$ cat config.mk
export PLATFORM = sky130hd
export DESIGN_NAME = fertigation_batch_sequencer_top
export DESIGN_NICKNAME = d
export VERILOG_FILES = /design/src/rtl/core/fbs_pkg.sv /design/src/rtl/core/fbs_divider.sv /design/src/rtl/core/fertigation_batch_sequencer_top.sv
export SDC_FILE = /design/constraint.sdc
export NUM_CORES = 2
export LEC_CHECK = 0
export BUFFER_PORTS_ARGS = -buffer_cell sky130_fd_sc_hd__clkbuf_2
export CAP_MARGIN = 20
export CORE_UTILIZATION = 57
export DETAILED_ROUTE_END_ITERATION = 8
export HOLD_SLACK_MARGIN = 0.06
export PLACE_DENSITY = 0.77
export SYNTH_ARGS = -nofsm -noshare
export SYNTH_HDL_FRONTEND = slang
export SYNTH_SLANG_ARGS = --single-unit
$ cat constraint.sdc
create_clock -name i_clk -period 7.95 [get_ports i_clk]
set_input_delay 0.3975 -clock i_clk [delete_from_list [all_inputs] [get_ports i_clk]]
set_output_delay 0.3975 -clock i_clk [all_outputs]
set_load 0.01 [all_outputs]
$ cat src/rtl/core/fbs_pkg.sv
// Shared types and constants for the fertigation batch sequencer.
package fbs_pkg;

    localparam int unsigned TimeBitsDefault = 32;
    localparam int unsigned RecipeWords     = 17;
    localparam int unsigned RecipeIdxW      = 5;
    localparam logic [31:0] MsPerMin        = 32'd60000;
    localparam logic [31:0] AllOnes         = 32'hFFFF_FFFF;
    localparam logic [31:0] MaxDoseMl       = 32'd71582;

    typedef enum logic [1:0] {
        ACT_TICK  = 2'd0,
        ACT_START = 2'd1,
        ACT_RESET = 2'd2,
        ACT_WRITE = 2'd3
    } t_action;

    typedef enum logic [3:0] {
        PH_IDLE        = 4'd0,
        PH_INIT_FILL   = 4'd1,
        PH_PRE_MIX     = 4'd2,
        PH_DOSE_A      = 4'd3,
        PH_MIX_A       = 4'd4,
        PH_DOSE_B      = 4'd5,
        PH_MIX_B       = 4'd6,
        PH_FINAL_FILL  = 4'd7,
        PH_FINAL_MIX   = 4'd8,
        PH_IRRIGATION  = 4'd9,
        PH_RINSE_FILL  = 4'd10,
        PH_RINSE_MIX   = 4'd11,
        PH_RINSE_DRAIN = 4'd12,
        PH_COMPLETE    = 4'd13,
        PH_FAULT       = 4'd14
    } t_phase;

    typedef enum logic [3:0] {
        S_IDLE, S_LOAD_A, S_DIV_A, S_LOAD_B, S_DIV_B, S_CHECK,
        S_STEP, S_SNAP, S_OUT
    } t_seq_state;

    localparam logic [3:0] FLT_NONE    = 4'd0;
    localparam logic [3:0] FLT_INVALID = 4'd1;
    localparam logic [3:0] FLT_IO      = 4'd3;
    localparam logic [3:0] FLT_LEAK    = 4'd4;
    localparam logic [3:0] FLT_ESTOP   = 4'd5;
    localparam logic [3:0] FLT_TIMEOUT = 4'd12;

    localparam logic [4:0] R_TOTAL       = 5'd0;
    localparam logic [4:0] R_INITIAL     = 5'd1;
    localparam logic [4:0] R_NUT_A       = 5'd2;
    localparam logic [4:0] R_RATE_A      = 5'd3;
    localparam logic [4:0] R_NUT_B       = 5'd4;
    localparam logic [4:0] R_RATE_B      = 5'd5;
    localparam logic [4:0] R_INIT_FILL   = 5'd6;
    localparam logic [4:0] R_PRE_MIX     = 5'd7;
    localparam logic [4:0] R_MIX_A       = 5'd8;
    localparam logic [4:0] R_MIX_B       = 5'd9;
    localparam logic [4:0] R_FINAL_FILL  = 5'd10;
    localparam logic [4:0] R_FINAL_MIX   = 5'd11;
    localparam logic [4:0] R_IRRIG       = 5'd12;
    localparam logic [4:0] R_RINSE       = 5'd13;
    localparam logic [4:0] R_RINSE_FILL  = 5'd14;
    localparam logic [4:0] R_RINSE_MIX   = 5'd15;
    localparam logic [4:0] R_RINSE_DRAIN = 5'd16;

    localparam logic [2:0] CFG_MAX_WATER  = 3'd0;
    localparam logic [2:0] CFG_MAX_NUT    = 3'd1;
    localparam logic [2:0] CFG_NO_FLOW    = 3'd2;
    localparam logic [2:0] CFG_MAX_FILL   = 3'd3;
    localparam logic [2:0] CFG_MAX_BATCH  = 3'd4;

    typedef struct packed {
        logic [1:0]  action;
        logic [31:0] now_ms;
        logic        io_ok;
        logic        leak_seen;
        logic        estop;
        logic        tank_is_empty;
        logic        tank_is_full;
        logic [31:0] inlet_volume;
        logic [4:0]  recipe_index;
        logic [31:0] recipe_value;
    } t_in_item;

    typedef struct packed {
        logic        accepted;
        logic [3:0]  phase;
        logic [3:0]  fault_code;
        logic        water_valve;
        logic        mixer_on;
        logic        dose_a_pump;
        logic        dose_b_pump;
        logic        irrigation_pump;
        logic [31:0] phase_ms;
        logic [31:0] batch_ms;
        logic [31:0] delivered_water;
        logic [31:0] target_water;
    } t_out_item;

    typedef struct packed {
        logic        start;
        logic [31:0] dividend_hi;
        logic [31:0] dividend_lo;
        logic [31:0] divisor;
    } t_div_req;

    typedef struct packed {
        logic        busy;
        logic        done;
        logic [31:0] quotient;
        logic        overflow;
    } t_div_rsp;

endpackage

$ cat src/rtl/core/fbs_divider.sv
// Restoring divider, one quotient bit per cycle, 64-bit dividend by 32-bit divisor.
module fbs_divider (
    input  logic              i_clk,
    input  logic              i_rst_n,
    input  fbs_pkg::t_div_req i_req,
    output fbs_pkg::t_div_rsp o_rsp
);
    import fbs_pkg::*;

    logic [63:0] r_quo;
    logic [32:0] r_rem;
    logic [31:0] r_den;
    logic [6:0]  r_cnt;
    logic        r_busy;
    logic        r_done;
    logic [32:0] n_shift;
    logic [33:0] n_diff;

    always_comb begin
        n_shift = {r_rem[31:0], r_quo[63]};
        n_diff  = {1'b0, n_shift} - {2'b00, r_den};
    end

    always_ff @(posedge i_clk) begin
        if (!i_rst_n) begin
            r_busy <= 1'b0;
            r_done <= 1'b0;
            r_cnt  <= '0;
        end else begin
            r_done <= 1'b0;
            if (i_req.start) begin
                r_busy <= 1'b1;
                r_cnt  <= 7'd64;
            end else if (r_busy) begin
                r_cnt <= r_cnt - 7'd1;
                if (r_cnt == 7'd1) begin
                    r_busy <= 1'b0;
                    r_done <= 1'b1;
                end
            end
        end
    end

    always_ff @(posedge i_clk) begin
        if (i_req.start) begin
            r_quo <= {i_req.dividend_hi, i_req.dividend_lo};
            r_rem <= '0;
            r_den <= i_req.divisor;
        end else if (r_busy) begin
            if (!n_diff[33]) begin
                r_rem <= n_diff[32:0];
                r_quo <= {r_quo[62:0], 1'b1};
            end else begin
                r_rem <= n_shift;
                r_quo <= {r_quo[62:0], 1'b0};
            end
        end
    end

    assign o_rsp.busy     = r_busy;
    assign o_rsp.done     = r_done;
    assign o_rsp.quotient = r_quo[31:0];
    assign o_rsp.overflow = |r_quo[63:32];

    property p_done_after_busy;
        @(posedge i_clk) disable iff (!i_rst_n) r_done |-> $past(r_busy);
    endproperty
    a_done_after_busy: assert property (p_done_after_busy) else $error("done without busy");

    property p_no_busy_done;
        @(posedge i_clk) disable iff (!i_rst_n) !(r_busy && r_done);
    endproperty
    a_no_busy_done: assert property (p_no_busy_done) else $error("busy and done together");

    property p_count_zero_idle;
        @(posedge i_clk) disable iff (!i_rst_n) !r_busy && !$past(i_req.start) |-> r_cnt == 7'd0;
    endproperty
    a_count_zero_idle: assert property (p_count_zero_idle) else $error("count left over");

endmodule

$ cat src/rtl/core/fertigation_batch_sequencer_top.sv
// Top level of the fertigation batch sequencer: control FSM, recipe store, limits.
//
//  channel  | handshake             | payload
//  ---------+-----------------------+------------------------
//  input    | i_in_valid/o_in_ready | i_in  (t_in_item)
//  output   | o_out_valid/i_out_ready | o_out (t_out_item)
//  config   | i_cfg_we              | i_cfg_idx, i_cfg_data
//
//  Tick, reset and write pass through the step and snapshot states; start first runs
//  two passes of the single bit-serial divider, one for each dose.
//  One transaction is in work at a time; ready is low until its result is taken.
//  Reset is synchronous; the recipe store is not cleared.
//  A stalled output holds the result and blocks the next input.
module fertigation_batch_sequencer_top #(
    parameter int unsigned TIME_BITS = fbs_pkg::TimeBitsDefault
) (
    input  logic                i_clk,
    input  logic                i_rst_n,
    input  logic                i_in_valid,
    output logic                o_in_ready,
    input  fbs_pkg::t_in_item   i_in,
    output logic                o_out_valid,
    input  logic                i_out_ready,
    output fbs_pkg::t_out_item  o_out,
    input  logic                i_cfg_we,
    input  logic [2:0]          i_cfg_idx,
    input  logic [31:0]         i_cfg_data
);
    import fbs_pkg::*;

    localparam logic [31:0] TimeMask = 32'hFFFF_FFFF >> (32 - TIME_BITS);

    t_seq_state  r_state, n_state;
    t_in_item    r_in;
    t_out_item   r_out;
    logic [31:0] r_store [RecipeWords];
    logic [31:0] r_max_water, r_max_nut, r_no_flow, r_max_fill, r_max_batch;
    logic [31:0] r_dose_a, r_dose_b;
    t_phase      r_phase;
    logic [3:0]  r_fault;
    logic [4:0]  r_act;
    logic [31:0] r_phase_start, r_batch_start, r_flow_base, r_last_flow;
    logic        r_acc;
    logic [31:0] r_num, r_rate;

    t_div_req    div_req;
    t_div_rsp    div_rsp;
    logic [31:0] dose_val;
    logic [63:0] num_prod;
    logic        active;
    logic [31:0] phase_el, batch_el, el_thr;
    logic        safe;
    logic        rec_ok;
    logic [31:0] rs [RecipeWords];

    fbs_divider u_div (
        .i_clk  (i_clk),
        .i_rst_n(i_rst_n),
        .i_req  (div_req),
        .o_rsp  (div_rsp)
    );

    always_comb begin
        for (int k = 0; k < RecipeWords; k++) begin
            rs[k] = r_store[k];
        end
    end

    assign active   = (r_phase != PH_IDLE) && (r_phase != PH_COMPLETE) && (r_phase != PH_FAULT);
    assign phase_el = (r_in.now_ms - r_phase_start) & TimeMask;
    assign batch_el = (r_phase == PH_IDLE) ? 32'd0 : ((r_in.now_ms - r_batch_start) & TimeMask);
    assign safe     = r_in.io_ok && !r_in.leak_seen && !r_in.estop && r_in.tank_is_empty
                      && !r_in.tank_is_full;

    assign num_prod = r_num * MsPerMin + {32'd0, r_rate} - 64'd1;
    assign dose_val = (r_num == 32'd0) ? 32'd0 :
                      ((r_rate == 32'd0) || (r_num > MaxDoseMl)) ? AllOnes :
                      div_rsp.quotient;

    always_comb begin
        div_req             = '0;
        div_req.dividend_hi = num_prod[63:32];
        div_req.dividend_lo = num_prod[31:0];
        div_req.divisor     = r_rate;
        div_req.start       = ((r_state == S_DIV_A) || (r_state == S_DIV_B)) && !div_rsp.busy
                              && !div_rsp.done;
    end

    always_comb begin
        rec_ok = 1'b1;
        if (r_max_water == 0 || r_max_nut == 0 || r_no_flow == 0 || r_max_fill == 0
            || r_max_batch == 0) rec_ok = 1'b0;
        if (rs[R_TOTAL] == 0 || rs[R_TOTAL] > r_max_water || rs[R_INITIAL] == 0
            || rs[R_INITIAL] >= rs[R_TOTAL]) rec_ok = 1'b0;
        if (rs[R_NUT_A] > r_max_nut || rs[R_NUT_B] > r_max_nut) rec_ok = 1'b0;
        if ((rs[R_NUT_A] != 0 && rs[R_RATE_A] == 0) || (rs[R_NUT_B] != 0 && rs[R_RATE_B] == 0))
            rec_ok = 1'b0;
        if (rs[R_INIT_FILL] == 0 || rs[R_FINAL_FILL] == 0 || rs[R_PRE_MIX] == 0
            || rs[R_FINAL_MIX] == 0 || rs[R_IRRIG] == 0) rec_ok = 1'b0;
        if (rs[R_RINSE] > r_max_water || (rs[R_RINSE] != 0 && (rs[R_RINSE_FILL] == 0
            || rs[R_RINSE_MIX] == 0 || rs[R_RINSE_DRAIN] == 0))) rec_ok = 1'b0;
        if (r_dose_a == AllOnes || r_dose_b == AllOnes) rec_ok = 1'b0;
    end

    always_comb begin
        case (r_phase)
            PH_INIT_FILL:   el_thr = rs[R_INIT_FILL];
            PH_PRE_MIX:     el_thr = rs[R_PRE_MIX];
            PH_DOSE_A:      el_thr = r_dose_a;
            PH_MIX_A:       el_thr = rs[R_MIX_A];
            PH_DOSE_B:      el_thr = r_dose_b;
            PH_MIX_B:       el_thr = rs[R_MIX_B];
            PH_FINAL_FILL:  el_thr = rs[R_FINAL_FILL];
            PH_FINAL_MIX:   el_thr = rs[R_FINAL_MIX];
            PH_IRRIGATION:  el_thr = rs[R_IRRIG];
            PH_RINSE_FILL:  el_thr = rs[R_RINSE_FILL];
            PH_RINSE_MIX:   el_thr = rs[R_RINSE_MIX];
            PH_RINSE_DRAIN: el_thr = rs[R_RINSE_DRAIN];
            default:        el_thr = AllOnes;
        endcase
    end

    function automatic logic [4:0] act_of(t_phase ph);
        logic [4:0] a;
        case (ph)
            PH_INIT_FILL, PH_RINSE_FILL: a = 5'b00001;
            PH_PRE_MIX, PH_MIX_A, PH_MIX_B, PH_FINAL_MIX, PH_RINSE_MIX: a = 5'b00010;
            PH_DOSE_A:     a = 5'b00110;
            PH_DOSE_B:     a = 5'b01010;
            PH_FINAL_FILL: a = 5'b00011;
            PH_IRRIGATION, PH_RINSE_DRAIN: a = 5'b10000;
            default:       a = 5'b00000;
        endcase
        return a;
    endfunction

    function automatic t_phase next_of(t_phase ph, logic nut_a, logic nut_b, logic rinse);
        t_phase p;
        case (ph)
            PH_INIT_FILL:   p = PH_PRE_MIX;
            PH_PRE_MIX:     p = nut_a ? PH_DOSE_A : PH_MIX_A;
            PH_DOSE_A:      p = PH_MIX_A;
            PH_MIX_A:       p = nut_b ? PH_DOSE_B : PH_MIX_B;
            PH_DOSE_B:      p = PH_MIX_B;
            PH_MIX_B:       p = PH_FINAL_FILL;
            PH_FINAL_FILL:  p = PH_FINAL_MIX;
            PH_FINAL_MIX:   p = PH_IRRIGATION;
            PH_IRRIGATION:  p = rinse ? PH_RINSE_FILL : PH_COMPLETE;
            PH_RINSE_FILL:  p = PH_RINSE_MIX;
            PH_RINSE_MIX:   p = PH_RINSE_DRAIN;
            PH_RINSE_DRAIN: p = PH_COMPLETE;
            default:        p = ph;
        endcase
        return p;
    endfunction

    always_comb begin
        n_state = r_state;
        case (r_state)
            S_IDLE: begin
                if (i_in_valid) begin
                    n_state = (t_action'(i_in.action) == ACT_START) ? S_LOAD_A : S_STEP;
                end
            end
            S_LOAD_A: n_state = S_DIV_A;
            S_DIV_A: begin
                if (div_rsp.done) begin
                    n_state = S_LOAD_B;
                end
            end
            S_LOAD_B: n_state = S_DIV_B;
            S_DIV_B: begin
                if (div_rsp.done) begin
                    n_state = S_CHECK;
                end
            end
            S_CHECK: n_state = S_SNAP;
            S_STEP:  n_state = S_SNAP;
            S_SNAP:  n_state = S_OUT;
            S_OUT: begin
                if (i_out_ready) begin
                    n_state = S_IDLE;
                end
            end
            default: n_state = S_IDLE;
        endcase
    end

    assign o_in_ready  = (r_state == S_IDLE);
    assign o_out_valid = (r_state == S_OUT);
    assign o_out       = r_out;

    always_ff @(posedge i_clk) begin
        if (!i_rst_n) begin
            r_state <= S_IDLE;
        end else begin
            r_state <= n_state;
        end
    end

    always_ff @(posedge i_clk) begin
        if (!i_rst_n) begin
            r_max_water <= '0;
            r_max_nut   <= '0;
            r_no_flow   <= '0;
            r_max_fill  <= '0;
            r_max_batch <= '0;
        end else if (i_cfg_we) begin
            case (i_cfg_idx)
                CFG_MAX_WATER: r_max_water <= i_cfg_data;
                CFG_MAX_NUT:   r_max_nut   <= i_cfg_data;
                CFG_NO_FLOW:   r_no_flow   <= i_cfg_data;
                CFG_MAX_FILL:  r_max_fill  <= i_cfg_data;
                CFG_MAX_BATCH: r_max_batch <= i_cfg_data;
                default: ;
            endcase
        end
    end

    always_ff @(posedge i_clk) begin
        if (r_state == S_STEP && t_action'(r_in.action) == ACT_WRITE && !active
            && r_in.recipe_index < RecipeIdxW'(RecipeWords)) begin
            r_store[r_in.recipe_index] <= r_in.recipe_value;
        end
    end

    always_ff @(posedge i_clk) begin
        if (r_state == S_IDLE && i_in_valid) begin
            r_in <= i_in;
        end
        if (r_state == S_LOAD_A) begin
            r_num  <= rs[R_NUT_A];
            r_rate <= rs[R_RATE_A];
        end
        if (r_state == S_LOAD_B) begin
            r_num  <= rs[R_NUT_B];
            r_rate <= rs[R_RATE_B];
        end
        if (r_state == S_SNAP) begin
            r_out.accepted        <= r_acc;
            r_out.phase           <= r_phase;
            r_out.fault_code      <= r_fault;
            r_out.water_valve     <= r_act[0];
            r_out.mixer_on        <= r_act[1];
            r_out.dose_a_pump     <= r_act[2];
            r_out.dose_b_pump     <= r_act[3];
            r_out.irrigation_pump <= r_act[4];
            r_out.phase_ms        <= phase_el;
            r_out.batch_ms        <= batch_el;
            r_out.delivered_water <= r_last_flow - r_flow_base;
            r_out.target_water    <= (r_phase == PH_INIT_FILL) ? rs[R_INITIAL] :
                                     (r_phase == PH_RINSE_FILL) ? rs[R_RINSE] : rs[R_TOTAL];
        end
    end

    always_ff @(posedge i_clk) begin
        if (!i_rst_n) begin
            r_phase       <= PH_IDLE;
            r_fault       <= FLT_NONE;
            r_act         <= '0;
            r_dose_a      <= '0;
            r_dose_b      <= '0;
            r_phase_start <= '0;
            r_batch_start <= '0;
            r_flow_base   <= '0;
            r_last_flow   <= '0;
            r_acc         <= 1'b0;
        end else begin
            case (r_state)
                S_DIV_A: begin
                    if (div_rsp.done) begin
                        r_dose_a <= (div_rsp.overflow && dose_val == div_rsp.quotient)
                                    ? AllOnes : dose_val;
                    end
                end
                S_DIV_B: begin
                    if (div_rsp.done) begin
                        r_dose_b <= (div_rsp.overflow && dose_val == div_rsp.quotient)
                                    ? AllOnes : dose_val;
                    end
                end
                S_CHECK: begin
                    r_batch_start <= r_in.now_ms;
                    r_phase_start <= r_in.now_ms;
                    r_flow_base   <= r_in.inlet_volume;
                    r_last_flow   <= r_in.inlet_volume;
                    if (rec_ok) begin
                        r_phase <= PH_INIT_FILL;
                        r_fault <= FLT_NONE;
                        r_act   <= act_of(PH_INIT_FILL);
                        r_acc   <= 1'b1;
                    end else begin
                        r_phase <= PH_FAULT;
                        r_fault <= FLT_INVALID;
                        r_act   <= '0;
                        r_acc   <= 1'b0;
                    end
                end
                S_STEP: begin
                    case (t_action'(r_in.action))
                        ACT_TICK: begin
                            r_acc <= 1'b1;
                            if (active) begin
                                if (!r_in.io_ok || r_in.leak_seen || r_in.estop
                                    || batch_el >= r_max_batch) begin
                                    r_fault <= !r_in.io_ok ? FLT_IO :
                                               r_in.leak_seen ? FLT_LEAK :
                                               r_in.estop ? FLT_ESTOP : FLT_TIMEOUT;
                                    r_phase       <= PH_FAULT;
                                    r_phase_start <= r_in.now_ms;
                                    r_act         <= '0;
                                end else if (phase_el >= el_thr) begin
                                    r_phase <= next_of(r_phase, rs[R_NUT_A] != 0,
                                                       rs[R_NUT_B] != 0, rs[R_RINSE] != 0);
                                    r_act   <= act_of(next_of(r_phase, rs[R_NUT_A] != 0,
                                                       rs[R_NUT_B] != 0, rs[R_RINSE] != 0));
                                    r_phase_start <= r_in.now_ms;
                                    if (r_phase == PH_MIX_B || (r_phase == PH_IRRIGATION
                                        && rs[R_RINSE] != 0)) begin
                                        r_last_flow <= r_in.inlet_volume;
                                    end
                                end
                            end
                        end
                        ACT_RESET: begin
                            r_acc <= safe;
                            if (safe) begin
                                r_phase <= PH_IDLE;
                                r_fault <= FLT_NONE;
                                r_act   <= '0;
                            end
                        end
                        ACT_WRITE: begin
                            r_acc <= !active && r_in.recipe_index < RecipeIdxW'(RecipeWords);
                        end
                        default: r_acc <= 1'b0;
                    endcase
                end
                default: ;
            endcase
        end
    end

    property p_ready_only_idle;
        @(posedge i_clk) disable iff (!i_rst_n) o_in_ready |-> !o_out_valid;
    endproperty
    a_ready_only_idle: assert property (p_ready_only_idle) else $error("ready while result held");

    property p_fault_phase;
        @(posedge i_clk) disable iff (!i_rst_n)
            (r_fault != FLT_NONE) |-> (r_phase == PH_FAULT);
    endproperty
    a_fault_phase: assert property (p_fault_phase) else $error("fault code outside fault phase");

    property p_act_off_idle;
        @(posedge i_clk) disable iff (!i_rst_n) !active |-> r_act == 5'd0;
    endproperty
    a_act_off_idle: assert property (p_act_off_idle) else $error("actuator on while inactive");

endmodule

==> flow_metrics.tcl <==
set metrics [dict create \
    place_area_sq_um 75300 \
    post_drt_wl_per_cell_um 23.6 \
    row_count 129 \
    dieArea_sq_um 127000 \
    maxCapViolCount 0 \
    die_h_um 356 \
    failed_checks "DRC" \
    drt_pass1_iterations 9 \
    hpwl_um 150000 \
    fp.dieW_um 356 \
    cts_sinks 1365 \
    clock_skew_ns 0.0560 \
    layout.nets 8015 \
    crit_fanout 4 \
    cp_slowest_cell "or4b_2" \
    ios 292 \
    end_kind "register" \
    fillers 9216 \
    synth_fp_nets 7516 \
    syn_area_per_cell_sq_um 10.7 \
    route.met3.wl_um 20900 \
    overflow 0 \
    path_clk_slew_ns 0.06 \
    grt_start_max_net_pins 207 \
    synthFlopType "edfxtp_1" \
    required_ns 8.55 \
    grt_pass1_wl_um 312000 \
    vias 55067 \
    wl_met2_um 95800 \
    worst_setup_path_start_kind "register" \
    reg2reg_slack_ns 0.18 \
    route.detailed.drc 18 \
    h-tree-depth 4 \
    numCtsBuffers 141 \
    report.final.setup_viol 0 \
    antenna_found_initial 8 \
    slew_viol_final 0 \
    insertion_delay_ns 0.79 \
    cts_tree "built" \
    synth-seq-area-share 0.516 \
    max_stage_delay_ns 0.64 \
    fmax_mhz 129 \
    fin_crit_sh 0.977 \
    ys_seq_elements 1365 \
    arrival_ns 8.37 \
    syn_area_sq_um 71500 \
    drive_gt1_frac 0.118 \
    initial_core_util 0.576 \
    vias_per_cell 6.18 \
    synthCells 6655 \
    drt-total-wl_um 210000 \
    worstHoldPathType "input pin to register" \
    path_class "register to register" \
    slew_headroom 0.113 \
    worstMarginPinSlew_ns 1.33 \
    grt_pass1_vias 52815 \
    ys_warn_count 0 \
    drtIter0Drc 6502 \
    port_buffers 291 \
    finalHoldViolations 0 \
    coreArea_sq_um 124000 \
    syn_to_final_growth_pct 14.9 \
    synth_cell_types 87 \
    cts.path.max_buffers 3 \
    status "finished, violations left" \
    synth_edf_count 954 \
    place.gp.congestion 0.998 \
    drt-met1-wl_um 81700 \
    ant_nets 0 \
    routed.top_layer "met5" \
    synthArstFlopShare 0 \
    track_usage 0.324 \
    post-route-min-period_ns 7.77 \
    stdcell_area_sq_um 82200 \
    cts_root_buffer "clkbuf_16" \
]
## through the flow
| stage | worst slack, ns | utilization | instances | setup TNS (ns) | hold WS, ns |
|---|---|---|---|---|---|
| 2_1_floorplan | 0.106 | - | 6655 | 0 | 0.403 |
| 3_3_place_gp | 0.0487 | 0.606 | 8464 | 0 | 0.412 |
| 3_5_place_dp | -0.145 | 0.606 | 8468 | -2.44 | 0.419 |
| 4_1_cts | 0.00311 | 0.656 | 8870 | 0 | 0.0601 |
| 5_1_grt | -0.0509 | 0.662 | 8911 | -0.714 | 0.101 |
| 6_report | 0.184 | 0.662 | 8913 | 0 | 0.0884 |
## synth_stat cells, types with 13 or more instances
cell	number	area [sq um]
mux2i_1	104	1040
clkbuf_1	206	773
a211oi_1	23	173
nor3_1	129	646
a21boi_0	15	113
nand2_1	685	2570
mux2_2	64	721
or2_2	13	81.3
a21o_1	181	1360
nor2b_1	48	300
ha_1	567	7090
fa_1	146	2920
and3_1	36	225
nand2b_1	47	294
o21bai_1	32	240
a221oi_1	22	193
dfxtp_1	411	8230
o21a_1	34	255
o211ai_1	15	113
xor2_1	86	753
xnor2_1	103	902
a22o_1	29	254
a22oi_1	160	1200
nor4_1	198	1240
o21ai_0	242	1210
a31oi_1	24	150
nor2_1	459	1720
a21oi_1	471	2360
nand4_1	132	826
nand3_1	156	781
edfxtp_1	954	28600
inv_1	669	2510
## final timing paths
path | cells past startpoint | end | startpoint
hold reg to reg | 0 | o_out[133] | r_fault[0]
setup reg to reg | 30 | u_div.r_quo[30] | r_num[0]
setup / recovery | 30 | u_div.r_quo[30] | r_num[0]
hold / removal | 3 | r_phase[0] | i_rst_n
## layout make-up
| type | count | area (sq um) | area share |
|---|---|---|---|
| Sequential cell | 1365 | 36900 | 0.449 |
| Inverter | 669 | 2520 | 0.0306 |
| Timing Repair Buffer | 582 | 4230 | 0.0514 |
| Antenna cell | 4 | 10.0 | 0.000122 |
| Multi-Input combinational cell | 4395 | 31700 | 0.386 |
| Clock inverter | 65 | 738 | 0.00898 |
| Tap cell | 1637 | 2050 | 0.0249 |
| Clock buffer | 196 | 4040 | 0.0491 |
## critical path: cells and delay by family, from the launching register on
kind | cells | cell delay [ns]
adders and majority gates | 8 | 3.01
DFF | 1 | 0.40
AOI/OAI and AO/OA | 9 | 1.72
xor gates and xnor gates | 1 | 0.13
buffers and inverters | 6 | 0.56
and+or+nand+nor | 6 | 1.77
## cells by family (layout without fill, tap and decap cells)
group                    count (synthesis)  count (layout)  share of synthesized area
AND/OR/NAND/NOR                       1966            1966                      0.128
flip-flops                            1365            1365                      0.516
AO/OA/AOI/OAI                         1358            1358                      0.121
buffers and inverters                  895            1512                     0.0473
adder cells (fa/ha/maj)                713             713                      0.140
XOR/XNOR                               190             190                     0.0235
multiplexers                           168             168                     0.0246
other                                    0               4                          0
## timing repair
action | in CTS | in global routing
pin swaps | 3 | 60
setup endpoints to repair | 24 | 32
resized for setup | 5 | 62
endpoints found under the hold margin | 267 | 0
setup buffers | 0 | 26
cloned | 0 | 1
hold buffers | 141 | 0
## layer usage
metal | vias up | GRT usage
met1 | 26495 | 0.426
met5 | - | 0
met2 | 3033 | 0.508
li1 | 24918 | -
met4 | 6 | 0.172
met3 | 615 | 0.0648
## layout by cell type, fill, tap and decap left out, types with 151 or more instances in the layout
master	netlist	final
a22oi_1	160	160
a21oi_1	471	462
inv_1	669	652
nand2_1	685	685
dfxtp_1	411	410
a21o_1	181	181
nor4_1	198	195
nand3_1	156	155
clkbuf_16	0	151
o21ai_0	242	234
ha_1	567	553
nor2_1	459	434
clkbuf_2	0	292
edfxtp_1	954	954
## state kept, by name, indices dropped and copies added (netlist names), 64 cells and up
signal,flops
r_store,544
u_div.r_quo,64
o_out,142
r_in,108
Power is not shown: default switching activity piles up to over one toggle a cycle in this logic, so the estimate is an artifact.
